==> src/rtl/pee_pkg.sv <==
// ----------------------------------------------------------------------------
// pee_pkg
// Shared types and constants of the postfix expression evaluator.
// ----------------------------------------------------------------------------
package pee_pkg;

    localparam int STACK_DEPTH = 16;
    localparam int SP_W        = $clog2(STACK_DEPTH + 1);
    localparam int ADDR_W      = $clog2(STACK_DEPTH);
    localparam int DATA_W      = 32;

    localparam logic [7:0] CH_ZERO  = 8'h30;
    localparam logic [7:0] CH_NINE  = 8'h39;
    localparam logic [7:0] CH_PLUS  = 8'h2B;
    localparam logic [7:0] CH_MINUS = 8'h2D;
    localparam logic [7:0] CH_STAR  = 8'h2A;
    localparam logic [7:0] CH_SLASH = 8'h2F;

    localparam logic [DATA_W-1:0] Q_MAX = 32'h7FFF_FFFF;
    localparam logic [DATA_W-1:0] Q_MIN = 32'h8000_0000;

    typedef enum logic [1:0] {
        ST_OK    = 2'd0,
        ST_UNDER = 2'd1,
        ST_OVER  = 2'd2,
        ST_DIVZ  = 2'd3
    } t_status;

    typedef enum logic [1:0] {
        ALU_ADD = 2'd0,
        ALU_SUB = 2'd1,
        ALU_MUL = 2'd2,
        ALU_DIV = 2'd3
    } t_alu_op;

    typedef enum logic [2:0] {
        A_IDLE,
        A_MUL,
        A_DIV,
        A_FIX,
        A_DONE
    } t_alu_state;

    typedef enum logic [2:0] {
        CTL_IDLE,
        CTL_DECODE,
        CTL_RD_RHS,
        CTL_RD_LHS,
        CTL_EXEC,
        CTL_FINISH,
        CTL_EMIT
    } t_ctl_state;

    typedef struct packed {
        logic    start;
        t_alu_op op;
    } t_alu_req;

    typedef struct packed {
        logic done;
        logic div_zero;
    } t_alu_rsp;

endpackage

==> src/rtl/pee_ram.sv <==
// ----------------------------------------------------------------------------
// pee_ram
// Generic single-write, single-read RAM with registered read data.
// ----------------------------------------------------------------------------
module pee_ram #(
    parameter int WIDTH = 32,
    parameter int DEPTH = 16
) (
    input  logic                     i_clk,
    input  logic                     i_wr_en,
    input  logic [$clog2(DEPTH)-1:0] i_wr_addr,
    input  logic [WIDTH-1:0]         i_wr_data,
    input  logic                     i_rd_en,
    input  logic [$clog2(DEPTH)-1:0] i_rd_addr,
    output logic [WIDTH-1:0]         o_rd_data
);

    logic [WIDTH-1:0] r_mem [DEPTH];
    logic [WIDTH-1:0] r_rd_data;

    always_ff @(posedge i_clk) begin
        if (i_wr_en) begin
            r_mem[i_wr_addr] <= i_wr_data;
        end
        if (i_rd_en) begin
            r_rd_data <= r_mem[i_rd_addr];
        end
    end

    assign o_rd_data = r_rd_data;

endmodule

==> src/rtl/pee_alu.sv <==
// ----------------------------------------------------------------------------
// pee_alu
// Saturating Q16.16 arithmetic unit built round one 33-bit adder: add and
// subtract in one pass, multiply and divide one bit per cycle.
// ----------------------------------------------------------------------------
module pee_alu import pee_pkg::*; (
    input  logic              i_clk,
    input  logic              i_rst_n,
    input  t_alu_req          i_req,
    input  logic [DATA_W-1:0] i_lhs,
    input  logic [DATA_W-1:0] i_rhs,
    output t_alu_rsp          o_rsp,
    output logic [DATA_W-1:0] o_result
);

    t_alu_state  r_state, n_state;
    t_alu_op     r_op, n_op;
    logic        r_neg, n_neg;
    logic [4:0]  r_cnt, n_cnt;
    logic [63:0] r_acc, n_acc;
    logic [31:0] r_rem, n_rem;
    logic [31:0] r_mag, n_mag;
    logic [31:0] r_result, n_result;
    logic        r_divz, n_divz;

    logic [31:0] abs_l;
    logic [31:0] abs_r;
    logic        sign_diff;
    logic [32:0] add_a;
    logic [32:0] add_b;
    logic        add_cin;
    logic [32:0] add_sum;
    logic [31:0] addsub_res;
    logic [31:0] div_shift;
    logic [47:0] mul_hi;
    logic [48:0] mul_ceil;
    logic [31:0] fix_res;

    assign abs_l     = i_lhs[31] ? (~i_lhs + 32'd1) : i_lhs;
    assign abs_r     = i_rhs[31] ? (~i_rhs + 32'd1) : i_rhs;
    assign sign_diff = i_lhs[31] ^ i_rhs[31];
    assign div_shift = {r_rem[30:0], r_acc[31]};

    always_comb begin
        add_a   = {i_lhs[31], i_lhs};
        add_b   = {i_rhs[31], i_rhs};
        add_cin = 1'b0;
        unique case (r_state)
            A_IDLE: begin
                if (i_req.op == ALU_SUB) begin
                    add_b   = ~{i_rhs[31], i_rhs};
                    add_cin = 1'b1;
                end
            end
            A_MUL: begin
                add_a = {1'b0, r_acc[63:32]};
                add_b = r_acc[0] ? {1'b0, r_mag} : 33'd0;
            end
            A_DIV: begin
                add_a   = {1'b0, div_shift};
                add_b   = ~{1'b0, r_mag};
                add_cin = 1'b1;
            end
            default: begin
            end
        endcase
    end

    assign add_sum    = add_a + add_b + {32'd0, add_cin};
    assign addsub_res = (add_sum[32] != add_sum[31]) ? (add_sum[32] ? Q_MIN : Q_MAX)
                                                     : add_sum[31:0];

    assign mul_hi   = r_acc[63:16];
    assign mul_ceil = {1'b0, mul_hi} + {48'd0, (r_acc[15:0] != 16'd0)};

    always_comb begin
        if (r_op == ALU_MUL) begin
            if (!r_neg) begin
                fix_res = (mul_hi > 48'h0000_7FFF_FFFF) ? Q_MAX : mul_hi[31:0];
            end else begin
                fix_res = (mul_ceil > 49'h0_0000_8000_0000) ? Q_MIN
                                                             : (~mul_ceil[31:0] + 32'd1);
            end
        end else begin
            if (!r_neg) begin
                fix_res = r_acc[31] ? Q_MAX : r_acc[31:0];
            end else begin
                fix_res = (r_acc[31:0] > 32'h8000_0000) ? Q_MIN : (~r_acc[31:0] + 32'd1);
            end
        end
    end

    always_comb begin
        n_state  = r_state;
        n_op     = r_op;
        n_neg    = r_neg;
        n_cnt    = r_cnt;
        n_acc    = r_acc;
        n_rem    = r_rem;
        n_mag    = r_mag;
        n_result = r_result;
        n_divz   = r_divz;
        unique case (r_state)
            A_IDLE: begin
                if (i_req.start) begin
                    n_op   = i_req.op;
                    n_neg  = sign_diff;
                    n_cnt  = 5'd0;
                    n_divz = 1'b0;
                    unique case (i_req.op)
                        ALU_ADD, ALU_SUB: begin
                            n_result = addsub_res;
                            n_state  = A_DONE;
                        end
                        ALU_MUL: begin
                            n_acc   = {32'd0, abs_r};
                            n_mag   = abs_l;
                            n_state = A_MUL;
                        end
                        ALU_DIV: begin
                            if (i_rhs == 32'd0) begin
                                n_result = 32'd0;
                                n_divz   = 1'b1;
                                n_state  = A_DONE;
                            end else if ({16'd0, abs_l[31:16]} >= abs_r) begin
                                n_result = sign_diff ? Q_MIN : Q_MAX;
                                n_state  = A_DONE;
                            end else begin
                                n_rem   = {16'd0, abs_l[31:16]};
                                n_acc   = {32'd0, abs_l[15:0], 16'd0};
                                n_mag   = abs_r;
                                n_state = A_DIV;
                            end
                        end
                    endcase
                end
            end
            A_MUL: begin
                n_acc = {add_sum, r_acc[31:1]};
                n_cnt = r_cnt + 5'd1;
                if (r_cnt == 5'd31) begin
                    n_state = A_FIX;
                end
            end
            A_DIV: begin
                n_rem = add_sum[32] ? div_shift : add_sum[31:0];
                n_acc = {32'd0, r_acc[30:0], ~add_sum[32]};
                n_cnt = r_cnt + 5'd1;
                if (r_cnt == 5'd31) begin
                    n_state = A_FIX;
                end
            end
            A_FIX: begin
                n_result = fix_res;
                n_state  = A_DONE;
            end
            A_DONE: begin
                n_state = A_IDLE;
            end
            default: begin
                n_state = A_IDLE;
            end
        endcase
    end

    always_ff @(posedge i_clk) begin
        if (!i_rst_n) begin
            r_state <= A_IDLE;
        end else begin
            r_state <= n_state;
        end
    end

    always_ff @(posedge i_clk) begin
        r_op     <= n_op;
        r_neg    <= n_neg;
        r_cnt    <= n_cnt;
        r_acc    <= n_acc;
        r_rem    <= n_rem;
        r_mag    <= n_mag;
        r_result <= n_result;
        r_divz   <= n_divz;
    end

    assign o_rsp.done     = (r_state == A_DONE);
    assign o_rsp.div_zero = r_divz;
    assign o_result       = r_result;

endmodule

==> src/rtl/postfix_expression_evaluator.sv <==
// ----------------------------------------------------------------------------
// postfix_expression_evaluator
// Evaluates a postfix expression one character per transaction on a Q16.16
// value stack, with a sticky error status and one result per expression.
// ----------------------------------------------------------------------------
//  channel | direction | handshake                | payload
//  --------+-----------+--------------------------+---------------------
//  in      | input     | i_in_valid / o_in_ready  | i_symbol, i_last
//  out     | output    | o_out_valid / i_out_ready| o_value, o_status
//
//  Multiply and divide run the shared 33-bit adder one bit per cycle over 32
//  steps, then a fix-up and a done step; a zero divisor or an early
//  saturating quotient skips the bit steps and the fix-up. A transaction
//  marked last also waits in CTL_EMIT until the output register is free.
//  Reset is synchronous, active low; no stack clearing pass is needed.
//  o_in_ready is low while a transaction is processed; the result register
//  frees the core unless a second result waits on a stalled output.
// ----------------------------------------------------------------------------
module postfix_expression_evaluator import pee_pkg::*; (
    input  logic              i_clk,
    input  logic              i_rst_n,
    input  logic              i_in_valid,
    output logic              o_in_ready,
    input  logic [7:0]        i_symbol,
    input  logic              i_last,
    output logic              o_out_valid,
    input  logic              i_out_ready,
    output logic [DATA_W-1:0] o_value,
    output logic [1:0]        o_status
);

    t_ctl_state        r_state, n_state;
    logic [SP_W-1:0]   r_sp, n_sp;
    t_status           r_err, n_err;
    logic              r_out_valid, n_out_valid;
    logic              r_top_ok, n_top_ok;
    logic [7:0]        r_symbol, n_symbol;
    logic              r_last, n_last;
    t_alu_op           r_op, n_op;
    logic [DATA_W-1:0] r_rhs, n_rhs;
    logic [DATA_W-1:0] r_value, n_value;
    t_status           r_status, n_status;

    logic              ram_wr_en;
    logic [ADDR_W-1:0] ram_wr_addr;
    logic [DATA_W-1:0] ram_wr_data;
    logic              ram_rd_en;
    logic [ADDR_W-1:0] ram_rd_addr;
    logic [DATA_W-1:0] ram_rd_data;

    t_alu_req          alu_req;
    t_alu_rsp          alu_rsp;
    logic [DATA_W-1:0] alu_result;

    logic [SP_W-1:0]   sp_m1;
    logic [SP_W-1:0]   sp_m2;
    logic [3:0]        digit;
    logic              is_digit;
    logic              is_op;
    logic              out_free;

    assign sp_m1    = r_sp - SP_W'(1);
    assign sp_m2    = r_sp - SP_W'(2);
    assign digit    = 4'(r_symbol - CH_ZERO);
    assign is_digit = (r_symbol >= CH_ZERO) && (r_symbol <= CH_NINE);
    assign is_op    = (r_symbol == CH_PLUS) || (r_symbol == CH_MINUS) ||
                      (r_symbol == CH_STAR) || (r_symbol == CH_SLASH);
    assign out_free = !r_out_valid || i_out_ready;

    pee_ram #(
        .WIDTH (DATA_W),
        .DEPTH (STACK_DEPTH)
    ) u_stack (
        .i_clk     (i_clk),
        .i_wr_en   (ram_wr_en),
        .i_wr_addr (ram_wr_addr),
        .i_wr_data (ram_wr_data),
        .i_rd_en   (ram_rd_en),
        .i_rd_addr (ram_rd_addr),
        .o_rd_data (ram_rd_data)
    );

    pee_alu u_alu (
        .i_clk    (i_clk),
        .i_rst_n  (i_rst_n),
        .i_req    (alu_req),
        .i_lhs    (ram_rd_data),
        .i_rhs    (r_rhs),
        .o_rsp    (alu_rsp),
        .o_result (alu_result)
    );

    always_comb begin
        n_state     = r_state;
        n_sp        = r_sp;
        n_err       = r_err;
        n_out_valid = r_out_valid && !i_out_ready;
        n_top_ok    = r_top_ok;
        n_symbol    = r_symbol;
        n_last      = r_last;
        n_op        = r_op;
        n_rhs       = r_rhs;
        n_value     = r_value;
        n_status    = r_status;
        ram_wr_en   = 1'b0;
        ram_wr_addr = r_sp[ADDR_W-1:0];
        ram_wr_data = {12'd0, digit, 16'd0};
        ram_rd_en   = 1'b0;
        ram_rd_addr = sp_m1[ADDR_W-1:0];
        alu_req     = '{start: 1'b0, op: r_op};
        o_in_ready  = 1'b0;
        unique case (r_state)
            CTL_IDLE: begin
                o_in_ready = 1'b1;
                if (i_in_valid) begin
                    n_symbol = i_symbol;
                    n_last   = i_last;
                    n_state  = CTL_DECODE;
                end
            end
            CTL_DECODE: begin
                n_state = CTL_FINISH;
                unique case (r_symbol)
                    CH_PLUS:  n_op = ALU_ADD;
                    CH_MINUS: n_op = ALU_SUB;
                    CH_STAR:  n_op = ALU_MUL;
                    default:  n_op = ALU_DIV;
                endcase
                if (is_digit) begin
                    if (r_sp < SP_W'(STACK_DEPTH)) begin
                        ram_wr_en = 1'b1;
                        n_sp      = r_sp + SP_W'(1);
                    end else if (r_err == ST_OK) begin
                        n_err = ST_OVER;
                    end
                end else if (is_op) begin
                    if (r_sp < SP_W'(2)) begin
                        if (r_err == ST_OK) begin
                            n_err = ST_UNDER;
                        end
                    end else begin
                        ram_rd_en = 1'b1;
                        n_state   = CTL_RD_RHS;
                    end
                end
            end
            CTL_RD_RHS: begin
                n_rhs       = ram_rd_data;
                ram_rd_en   = 1'b1;
                ram_rd_addr = sp_m2[ADDR_W-1:0];
                n_state     = CTL_RD_LHS;
            end
            CTL_RD_LHS: begin
                alu_req = '{start: 1'b1, op: r_op};
                n_sp    = sp_m2;
                n_state = CTL_EXEC;
            end
            CTL_EXEC: begin
                if (alu_rsp.done) begin
                    ram_wr_en   = 1'b1;
                    ram_wr_data = alu_result;
                    n_sp        = r_sp + SP_W'(1);
                    if (alu_rsp.div_zero && (r_err == ST_OK)) begin
                        n_err = ST_DIVZ;
                    end
                    n_state = CTL_FINISH;
                end
            end
            CTL_FINISH: begin
                if (!r_last) begin
                    n_state = CTL_IDLE;
                end else begin
                    if (r_sp != SP_W'(0)) begin
                        ram_rd_en = 1'b1;
                        n_top_ok  = 1'b1;
                    end else begin
                        n_top_ok = 1'b0;
                        if (r_err == ST_OK) begin
                            n_err = ST_UNDER;
                        end
                    end
                    n_state = CTL_EMIT;
                end
            end
            CTL_EMIT: begin
                if (out_free) begin
                    n_value     = r_top_ok ? ram_rd_data : {DATA_W{1'b0}};
                    n_status    = r_err;
                    n_out_valid = 1'b1;
                    n_sp        = SP_W'(0);
                    n_err       = ST_OK;
                    n_state     = CTL_IDLE;
                end
            end
            default: begin
                n_state = CTL_IDLE;
            end
        endcase
    end

    always_ff @(posedge i_clk) begin
        if (!i_rst_n) begin
            r_state     <= CTL_IDLE;
            r_sp        <= SP_W'(0);
            r_err       <= ST_OK;
            r_out_valid <= 1'b0;
            r_top_ok    <= 1'b0;
        end else begin
            r_state     <= n_state;
            r_sp        <= n_sp;
            r_err       <= n_err;
            r_out_valid <= n_out_valid;
            r_top_ok    <= n_top_ok;
        end
    end

    always_ff @(posedge i_clk) begin
        r_symbol <= n_symbol;
        r_last   <= n_last;
        r_op     <= n_op;
        r_rhs    <= n_rhs;
        r_value  <= n_value;
        r_status <= n_status;
    end

    assign o_out_valid = r_out_valid;
    assign o_value     = r_value;
    assign o_status    = r_status;

endmodule

==> config.mk <==
export PLATFORM = sky130hd
export DESIGN_NAME = postfix_expression_evaluator
export DESIGN_NICKNAME = d
export VERILOG_FILES = /design/src/rtl/pee_pkg.sv /design/src/rtl/pee_ram.sv /design/src/rtl/pee_alu.sv /design/src/rtl/postfix_expression_evaluator.sv
export SDC_FILE = /design/constraint.sdc
export NUM_CORES = 1
export LEC_CHECK = 0
export BUFFER_PORTS_ARGS = -buffer_cell sky130_fd_sc_hd__buf_2
export CAP_MARGIN = 20
export CORE_AREA = 2 2 344 414
export DETAILED_ROUTE_END_ITERATION = 7
export DIE_AREA = 0 0 346 416
export GPL_TIMING_DRIVEN = 0
export PLACE_DENSITY = 0.44
export SLEW_MARGIN = 5
export SYNTH_ARGS = -nofsm -noshare
export SYNTH_HDL_FRONTEND = slang
export SYNTH_SLANG_ARGS = --single-unit
==> constraint.sdc <==
create_clock -name i_clk -period 14.5 [get_ports i_clk]
set_clock_uncertainty 0.05 [all_clocks]
set_input_delay 0.725 -clock i_clk [delete_from_list [all_inputs] [get_ports i_clk]]
set_output_delay 0.725 -clock i_clk [all_outputs]
set_load 0.01 [all_outputs]
# ---- Word level (Yosys, flattened, before mapping)
# Memories as Yosys holds them, arrays and structs flattened. A register that Yosys moved wholly into a read port is not among the register bits.
# Cells that the tools add are included.
dict set report op_classes {
  muxes 91
  order_cmp 8
  n_eq_ne 44
  bitwise_logic 8
  shifts 0
  multipliers 0
  addsub 12
  n_div 0
  reduce_logical 38
}
# cell count
set ops {}
lappend ops {{$mux 32} 19}
lappend ops {{$mux 64} 3}
lappend ops {{$pmux 32 s2} 3}
lappend ops {{$pmux 64 s3} 1}
lappend ops {{$mux 31} 6}
lappend ops {{$add 32x1->32 const B} 4}
lappend ops {{$not 32->32} 4}
lappend ops {{$pmux 64 s2} 1}
lappend ops {{$pmux 33 s3} 1}
lappend ops {{$pmux 33 s2} 1}
lappend ops {{$pmux 31 s2} 1}
lappend ops {{$add 48x1->49} 1}
lappend ops {{$gt 49x32->1 const B} 1}
lappend ops {{$gt 48x31->1 const B} 1}
lappend ops {{$mux 3} 12}
lappend ops {{$add 33x1->33} 1}
lappend ops {{$add 33x33->33} 1}
lappend ops {{$mux 33} 1}
lappend ops {{$not 32->33} 1}
lappend ops {{$not 33->33} 1}
lappend ops {{$eq 8x6->1 const B} 4}
lappend ops {{$ge 16x32->1} 1}
lappend ops {{$gt 32x32->1 const B} 1}
lappend ops {{$logic_not 32->1} 1}
lappend ops {{other kinds (48)} 130}
dict set report word_totals {
  n_memories 1
  out_inout_bits 36
  ramBits 512
  romBits 0
  latch_bits 0
  wordCells 222
  input_bits 13
  reg_bits 260
}
# memory depth word_bits read_ports rd_ports_with_merged_regs wr line_no
set memory_table {}
lappend memory_table {u_stack.r_mem 16 32 1 1 1 pee_ram.sv:18} ;# logic [WIDTH-1:0] r_mem [DEPTH];

# ---- Logic depth before layout (Yosys ltp)
dict set report depth {
  depth_word 12
  ltp_mapped 28
  ltp_nobuf 22
}

# ---- By module
# From an unflattened synthesis, not the netlist that was laid out.
dict set report unflattened {
  cells_unflattened 3072
  hier_area_um2 39984.6
}
# mod cells_each seq_area_each_um2 area_per_inst_um2 instances
set by_module_without_submodules {}
lappend by_module_without_submodules {pee_ram 838 16335.7 20155.6 1}
lappend by_module_without_submodules {pee_alu 1941 5104.9 15922.8 1}
lappend by_module_without_submodules {postfix_expression_evaluator 293 2552.4 3906.2 1}

# ---- Least setup slack after synthesis
# No wires, ideal clock.
dict set report synth_path {
  path_type {register to register}
  start {reg u_stack.r_rd_data[10], in the netlist u_stack.o_rd_data[10], read port of u_stack.r_mem}
  end {reg u_alu.r_acc[0], enable pin}
  setup_ns 0.524
  synth_period_minus_slack_ns 8.403
  path_stages_with_launch 18
  t_required_ns 13.926
  path_buffers 0
  arrival_time_ns 7.829
  slack_ns 6.097
  path_cell_list {edfxtp_1 > or4_4 > or3_1 > or3_1 > or3_1 > or4_4 > nand2b_4 > o31ai_4 > xor2_2 > inv_1 > ha_1 > a21o_1 > a21o_1 > a211oi_1 > o21ai_0 > a31oi_1 > nand3_1 > a31oi_1}
}
dict set report synth_via {
  elab_chain_len 6
}
# element line_no
set synth_lines {}
lappend synth_lines {{start, declared} pee_ram.sv:19} ;# logic [WIDTH-1:0] r_rd_data;
lappend synth_lines {{$not 32->32} pee_alu.sv:39} ;# assign abs_l = i_lhs[31] ? (~i_lhs + 32'd1) : i_lhs;
lappend synth_lines {{$add 32x1->32} pee_alu.sv:39}
lappend synth_lines {{$mux 32} pee_alu.sv:39}
lappend synth_lines {{$ge 16x32->1} pee_alu.sv:125} ;# end else if ({16'd0, abs_l[31:16]} >= abs_r) begin
lappend synth_lines {{$ne 3x3->1 (no source line)} -}
lappend synth_lines {{$reduce_and 5->1 (no source line)} -}
lappend synth_lines {{end signal, assigned} pee_alu.sv:178} ;# r_acc <= n_acc;
lappend synth_lines {{end, declared} pee_alu.sv:20} ;# logic [63:0] r_acc, n_acc;
# No other way between the ends.
# A chain may end at the register's enable or synchronous reset.

# ---- Final worst setup path
dict set report layout_path {
  start {reg u_alu.r_state[1]}
  end {reg u_alu.r_result[19], in the netlist u_alu.o_result[19] (data pin)}
}
dict set report layout_via {
  elab_chain_len 9
  elab_cells_between_ends 15
  classes_between {2 x add/sub; 4 x eq/ne; 8 x mux; 1 x reduce/logical}
}
# element line_no
set layout_lines {}
lappend layout_lines {{start, declared} pee_alu.sv:16} ;# t_alu_state r_state, n_state;
lappend layout_lines {{start signal, assigned} pee_alu.sv:170} ;# r_state <= n_state;
lappend layout_lines {{$eq 3x2->1, or another cell as far along} pee_alu.sv:48} ;# unique case (r_state)
lappend layout_lines {{$pmux 33 s3 or $pmux 33 s2 (tied branches)} pee_alu.sv:48}
lappend layout_lines {{$add 33x33->33} pee_alu.sv:69} ;# assign add_sum = add_a + add_b + {32'd0, add_cin};
lappend layout_lines {{$add 33x1->33} pee_alu.sv:69}
lappend layout_lines {{$mux 32 or $ne 1x1->1 (tied branches)} pee_alu.sv:70} ;# assign addsub_res = (add_sum[32] != add_sum[31]) ? (add_sum[32] ? Q_MIN : Q_MAX)
lappend layout_lines {{$mux 32} pee_alu.sv:70}
lappend layout_lines {{$pmux 32 s2} pee_alu.sv:110} ;# unique case (i_req.op)
lappend layout_lines {{$mux 32} pee_alu.sv:105} ;# if (i_req.start) begin
lappend layout_lines {{$pmux 32 s2 (*)} pee_alu.sv:103} ;# unique case (r_state)
lappend layout_lines {{net u_alu.n_result[19]} pee_alu.sv:23} ;# logic [31:0] r_result, n_result;
lappend layout_lines {{end signal, assigned} pee_alu.sv:181} ;# r_result <= n_result;
lappend layout_lines {{end, declared} pee_alu.sv:23}
# The timed path passes the listed nets; every way through them passes the cells marked *. The select of a mux whose other input is x is not followed.

==> impl_metrics.yaml <==
run_status:
  outcome: "completed"
logic_synthesis:
  synth_common_cells: "789 x edfxtp_1, 269 x nor2_1, 239 x a21oi_1, 220 x nand2_1, 199 x clkbuf_1"
  synth_area_per_cell_um2: 12.4
  syn_area_mm2: 0.0416
  netlist.area_leader.share_pct: 56.9
  ys.flop_type: "edfxtp_1"
  synth_top_area_cell: "edfxtp_1"
  async_flop_share_pct: 0
  syn_inst: 3358
  ys_top_cells_by_area: "edfxtp_1 57%, mux4_2 6.9%, a21oi_1 2.9%"
  ys_types: 100
  yosysMostFrequentCell: "edfxtp_1"
  synth_nets: 3437
  ys_ff_latch: 804
  yosysWarnings: 0
  synth-edff-count: 789
  ys_seq_area_share_pct: 57.6
power_and_ir_drop:
  sw_frac_of_total_pct: 35.2
  seqPwrFrac_pct: 37.1
  p_comb_share_pct: 30.1
  ir_drop_mv: 0.107
  clkPwrFrac_pct: 32.8
  p_leak_nw: 14.7
  power_w: 0.00756
  power.internal_w: 0.00489
  pwr_density_cell_mw_per_mm2: 157
  p_sw_w: 0.00266
floorplanning:
  io_pins: 49
  rows: 151
  start_util_pct: 29.7
  dieArea_mm2: 0.144
  core_mm2: 0.140
  dieWidth_um: 346
  die_y_um: 416
drt:
  routed_wirelength_um: 161000
  dr.pass1.iters: 7
  ant_nets: 0
  drcViolationCount: 0
  wl_per_cell_um: 29.6
  drt_iter0_markers: 3152
  num_vias: 30200
  viasPerCell: 5.55
layout:
  num-nets-final: 3609
  register_area_mm2: 0.0240
  drive_above_1_share_pct: 12.8
  area_growth_pct: 15.6
  n_fill_cell: 13900
  multi_input_area_mm2: 0.0166
worst_setup_path:
  crit_top_cell: "clkbuf_1"
  path_depth: 24
  cp_slowest_cell: "clkbuf_1"
  cp_max_fo: 11
  critPathTopFamily: "buffers and inverters"
  crit_buf_inv: 6
  worstPathRequired_ps: 14840
  crit_start: "u_alu.r_state[1]$_SDFFE_PN0P_"
  slowest_delay_ps: 790
  crit_arrival_ps: 9940
  cp-end-kind: "flop"
  crit_type: "reg -> reg"
  timing.rr.start: "u_alu.r_state[1]$_SDFFE_PN0P_"
  path_cells: "clkbuf_1 > nor2_1 > clkbuf_1 > nand2_1 > nor2_1 > clkbuf_1 > nand2_1 > o221ai_1 > a22o_1 > ha_1 > a21o_1 > a21o_1 > a2111oi_0 > o311ai_0 > a21o_1 > a21oi_1 > o21ba_1 > clkbuf_1 > clkbuf_1 > ha_1 > clkbuf_1 > nor2_1 > nand2b_1 > a211oi_1"
  reg2regPathDepth: 24
  startpoint_type: "flop"
clock_tree:
  cts_tree: "yes"
  cts_max_level: 3
  ctsResizeCount: 0
  max-clock-path-buffers: 3
  postCtsSetupRepairBufs: 0
  cts_made_buffers: 91
  clk_latency_ps: 730
  cts.clk_slew.worst_paths_ps: 60
  cts.sinks: 804
  cts_hold_buf: 0
  cts-root-buf: "clkbuf_16"
timing:
  rsz0062_at_grt: "no"
  drv_slew: 0
  final.min_clock_period_ps: 9590
  hold_viol: 0
  fin_setup_tns_ps: 0
  finalSetupViolations: 0
  slew_headroom_pct: 19.2
  worst_pin_slew_ps: 1210
  clock.fmax_ghz: 0.104
  post-route-period-util_pct: 66.2
global_routing:
  track_usage_pct: 22.0
  grt-ovfl-total: 0
  antenna_found_initial: 10
  grt_pass1_wl_um: 226000
  grt_pass1_vias: 29200
  grt_max_degree: 33
hold_path:
  hold_start: "i_symbol[5]"
  min_path_cells: 1
  hold_path.class: "in -> reg"
placed_design:
  port_buffers: 48
  gp_routability_congestion: 0.963
  dp_hpwl_um: 122000
job:
  cap_violations: 0
## layout by cell type (no fill, tap or decap), drive strengths merged, types with 28 or more instances in the layout
master,synthesis,routed
o21ai,164,164
buf,55,134
nand3,55,55
a21oi,241,241
a22o,62,62
nor2,270,270
mux4,128,128
a21o,29,29
or3,33,33
o221ai,36,36
mux2i,72,72
and2,90,90
a211oi,72,72
nor4,30,30
inv,50,57
nor2b,85,85
nand2,220,220
edfxtp,789,789
nor3,56,56
clkbuf,200,303
xor2,60,60
o31ai,35,35
clkinv,1,42
nand4,37,37
a221oi,33,33
ha,64,64
a22oi,28,28
xnor2,76,76
## cells by family (layout without fill, tap and decap cells)
| logic type | Yosys count | in the layout | synth area share, % |
|---|---|---|---|
| adder cells (fa/ha/maj) | 66 | 66 | 2.02 |
| buffers and inverters | 306 | 556 | 2.91 |
| XOR/XNOR | 136 | 136 | 2.88 |
| other | 0 | 1 | 0 |
| AND/OR/NAND/NOR | 1002 | 1002 | 12.3 |
| multiplexers | 206 | 206 | 8.82 |
| flip-flops | 804 | 804 | 57.6 |
| AO/OA/AOI/OAI | 838 | 838 | 13.4 |
## layout make-up
type | instances | share of cell area (%)
antenna | 1 | 0.00520
buffer | 255 | 2.12
clock buffer | 103 | 4.93
clock inverter | 68 | 1.68
inverter | 51 | 0.398
multi-input combinational | 2248 | 34.5
sequential | 804 | 49.9
tap | 1836 | 4.77
timing repair buffer | 79 | 1.73
## routing by layer
metal	up-vias	wire [µm]	track usage (%)
li1	13400	-	-
met1	15500	65600	27.6
met2	1071	80200	38.1
met3	292	7670	2.49
met4	4	7570	9.63
met5	-	19	0
## through the flow
stage          hold WS (ps)  instance area (µm²)  instances  worst slack (ps)  util (%)
2_1_floorplan           374                41600       3358              6100         -
3_3_place_gp            387                44200       5242              2250      31.5
3_5_place_dp            417                44900       5272              5290      32.0
4_1_cts                72.4                48100       5443              5230      34.3
5_1_grt                 101                48100       5444              4500      34.3
6_report                128                48100       5445              4910      34.3
## sequential cells by signal, summed over array words and instances, names as in the netlist, 31 cells and up
name and flops:
u_alu.o_result 32, u_alu.r_acc 64, u_alu.r_rem 31, r_rhs 32, u_stack.r_mem 512, u_stack.o_rd_data 32, o_value 32, u_alu.r_mag 32
## final timing paths
path	to	slack, ps
setup reg to reg	u_alu.o_result[19]$_DFFE_PP_	4910
hold reg to reg	r_rhs[15]$_DFFE_PP_	400
hold / removal	r_symbol[5]$_DFFE_PP_	130
setup / recovery	u_alu.o_result[19]$_DFFE_PP_	4910
## worst reg2reg max path, stage by stage (launching register included)
cell       delay (ps)
dfxtp_1           290
clkbuf_1          190
nor2_1            170
clkbuf_1          790
nand2_1           330
nor2_1            770
clkbuf_1          490
nand2_1           110
o221ai_1           90
a22o_1            320
ha_1              360
a21o_1            210
a21o_1            210
a2111oi_0         720
o311ai_0          210
a21o_1            210
a21oi_1           140
o21ba_1           120
clkbuf_1          620
clkbuf_1          720
ha_1              370
clkbuf_1          220
nor2_1            630
nand2b_1          190
a211oi_1          750
## power groups by stage
stage | Sequential [W] | Combinational [W] | Clock (W)
floorplan | 0.00280 | 0.00141 | 0
global placement | 0.00286 | 0.00223 | 0
detailed placement | 0.00285 | 0.00226 | 0
CTS | 0.00280 | 0.00228 | 0.00253
global route | 0.00281 | 0.00243 | 0.00262
finish | 0.00280 | 0.00228 | 0.00248
No activity file was read; power rests on OpenSTA's default activity.
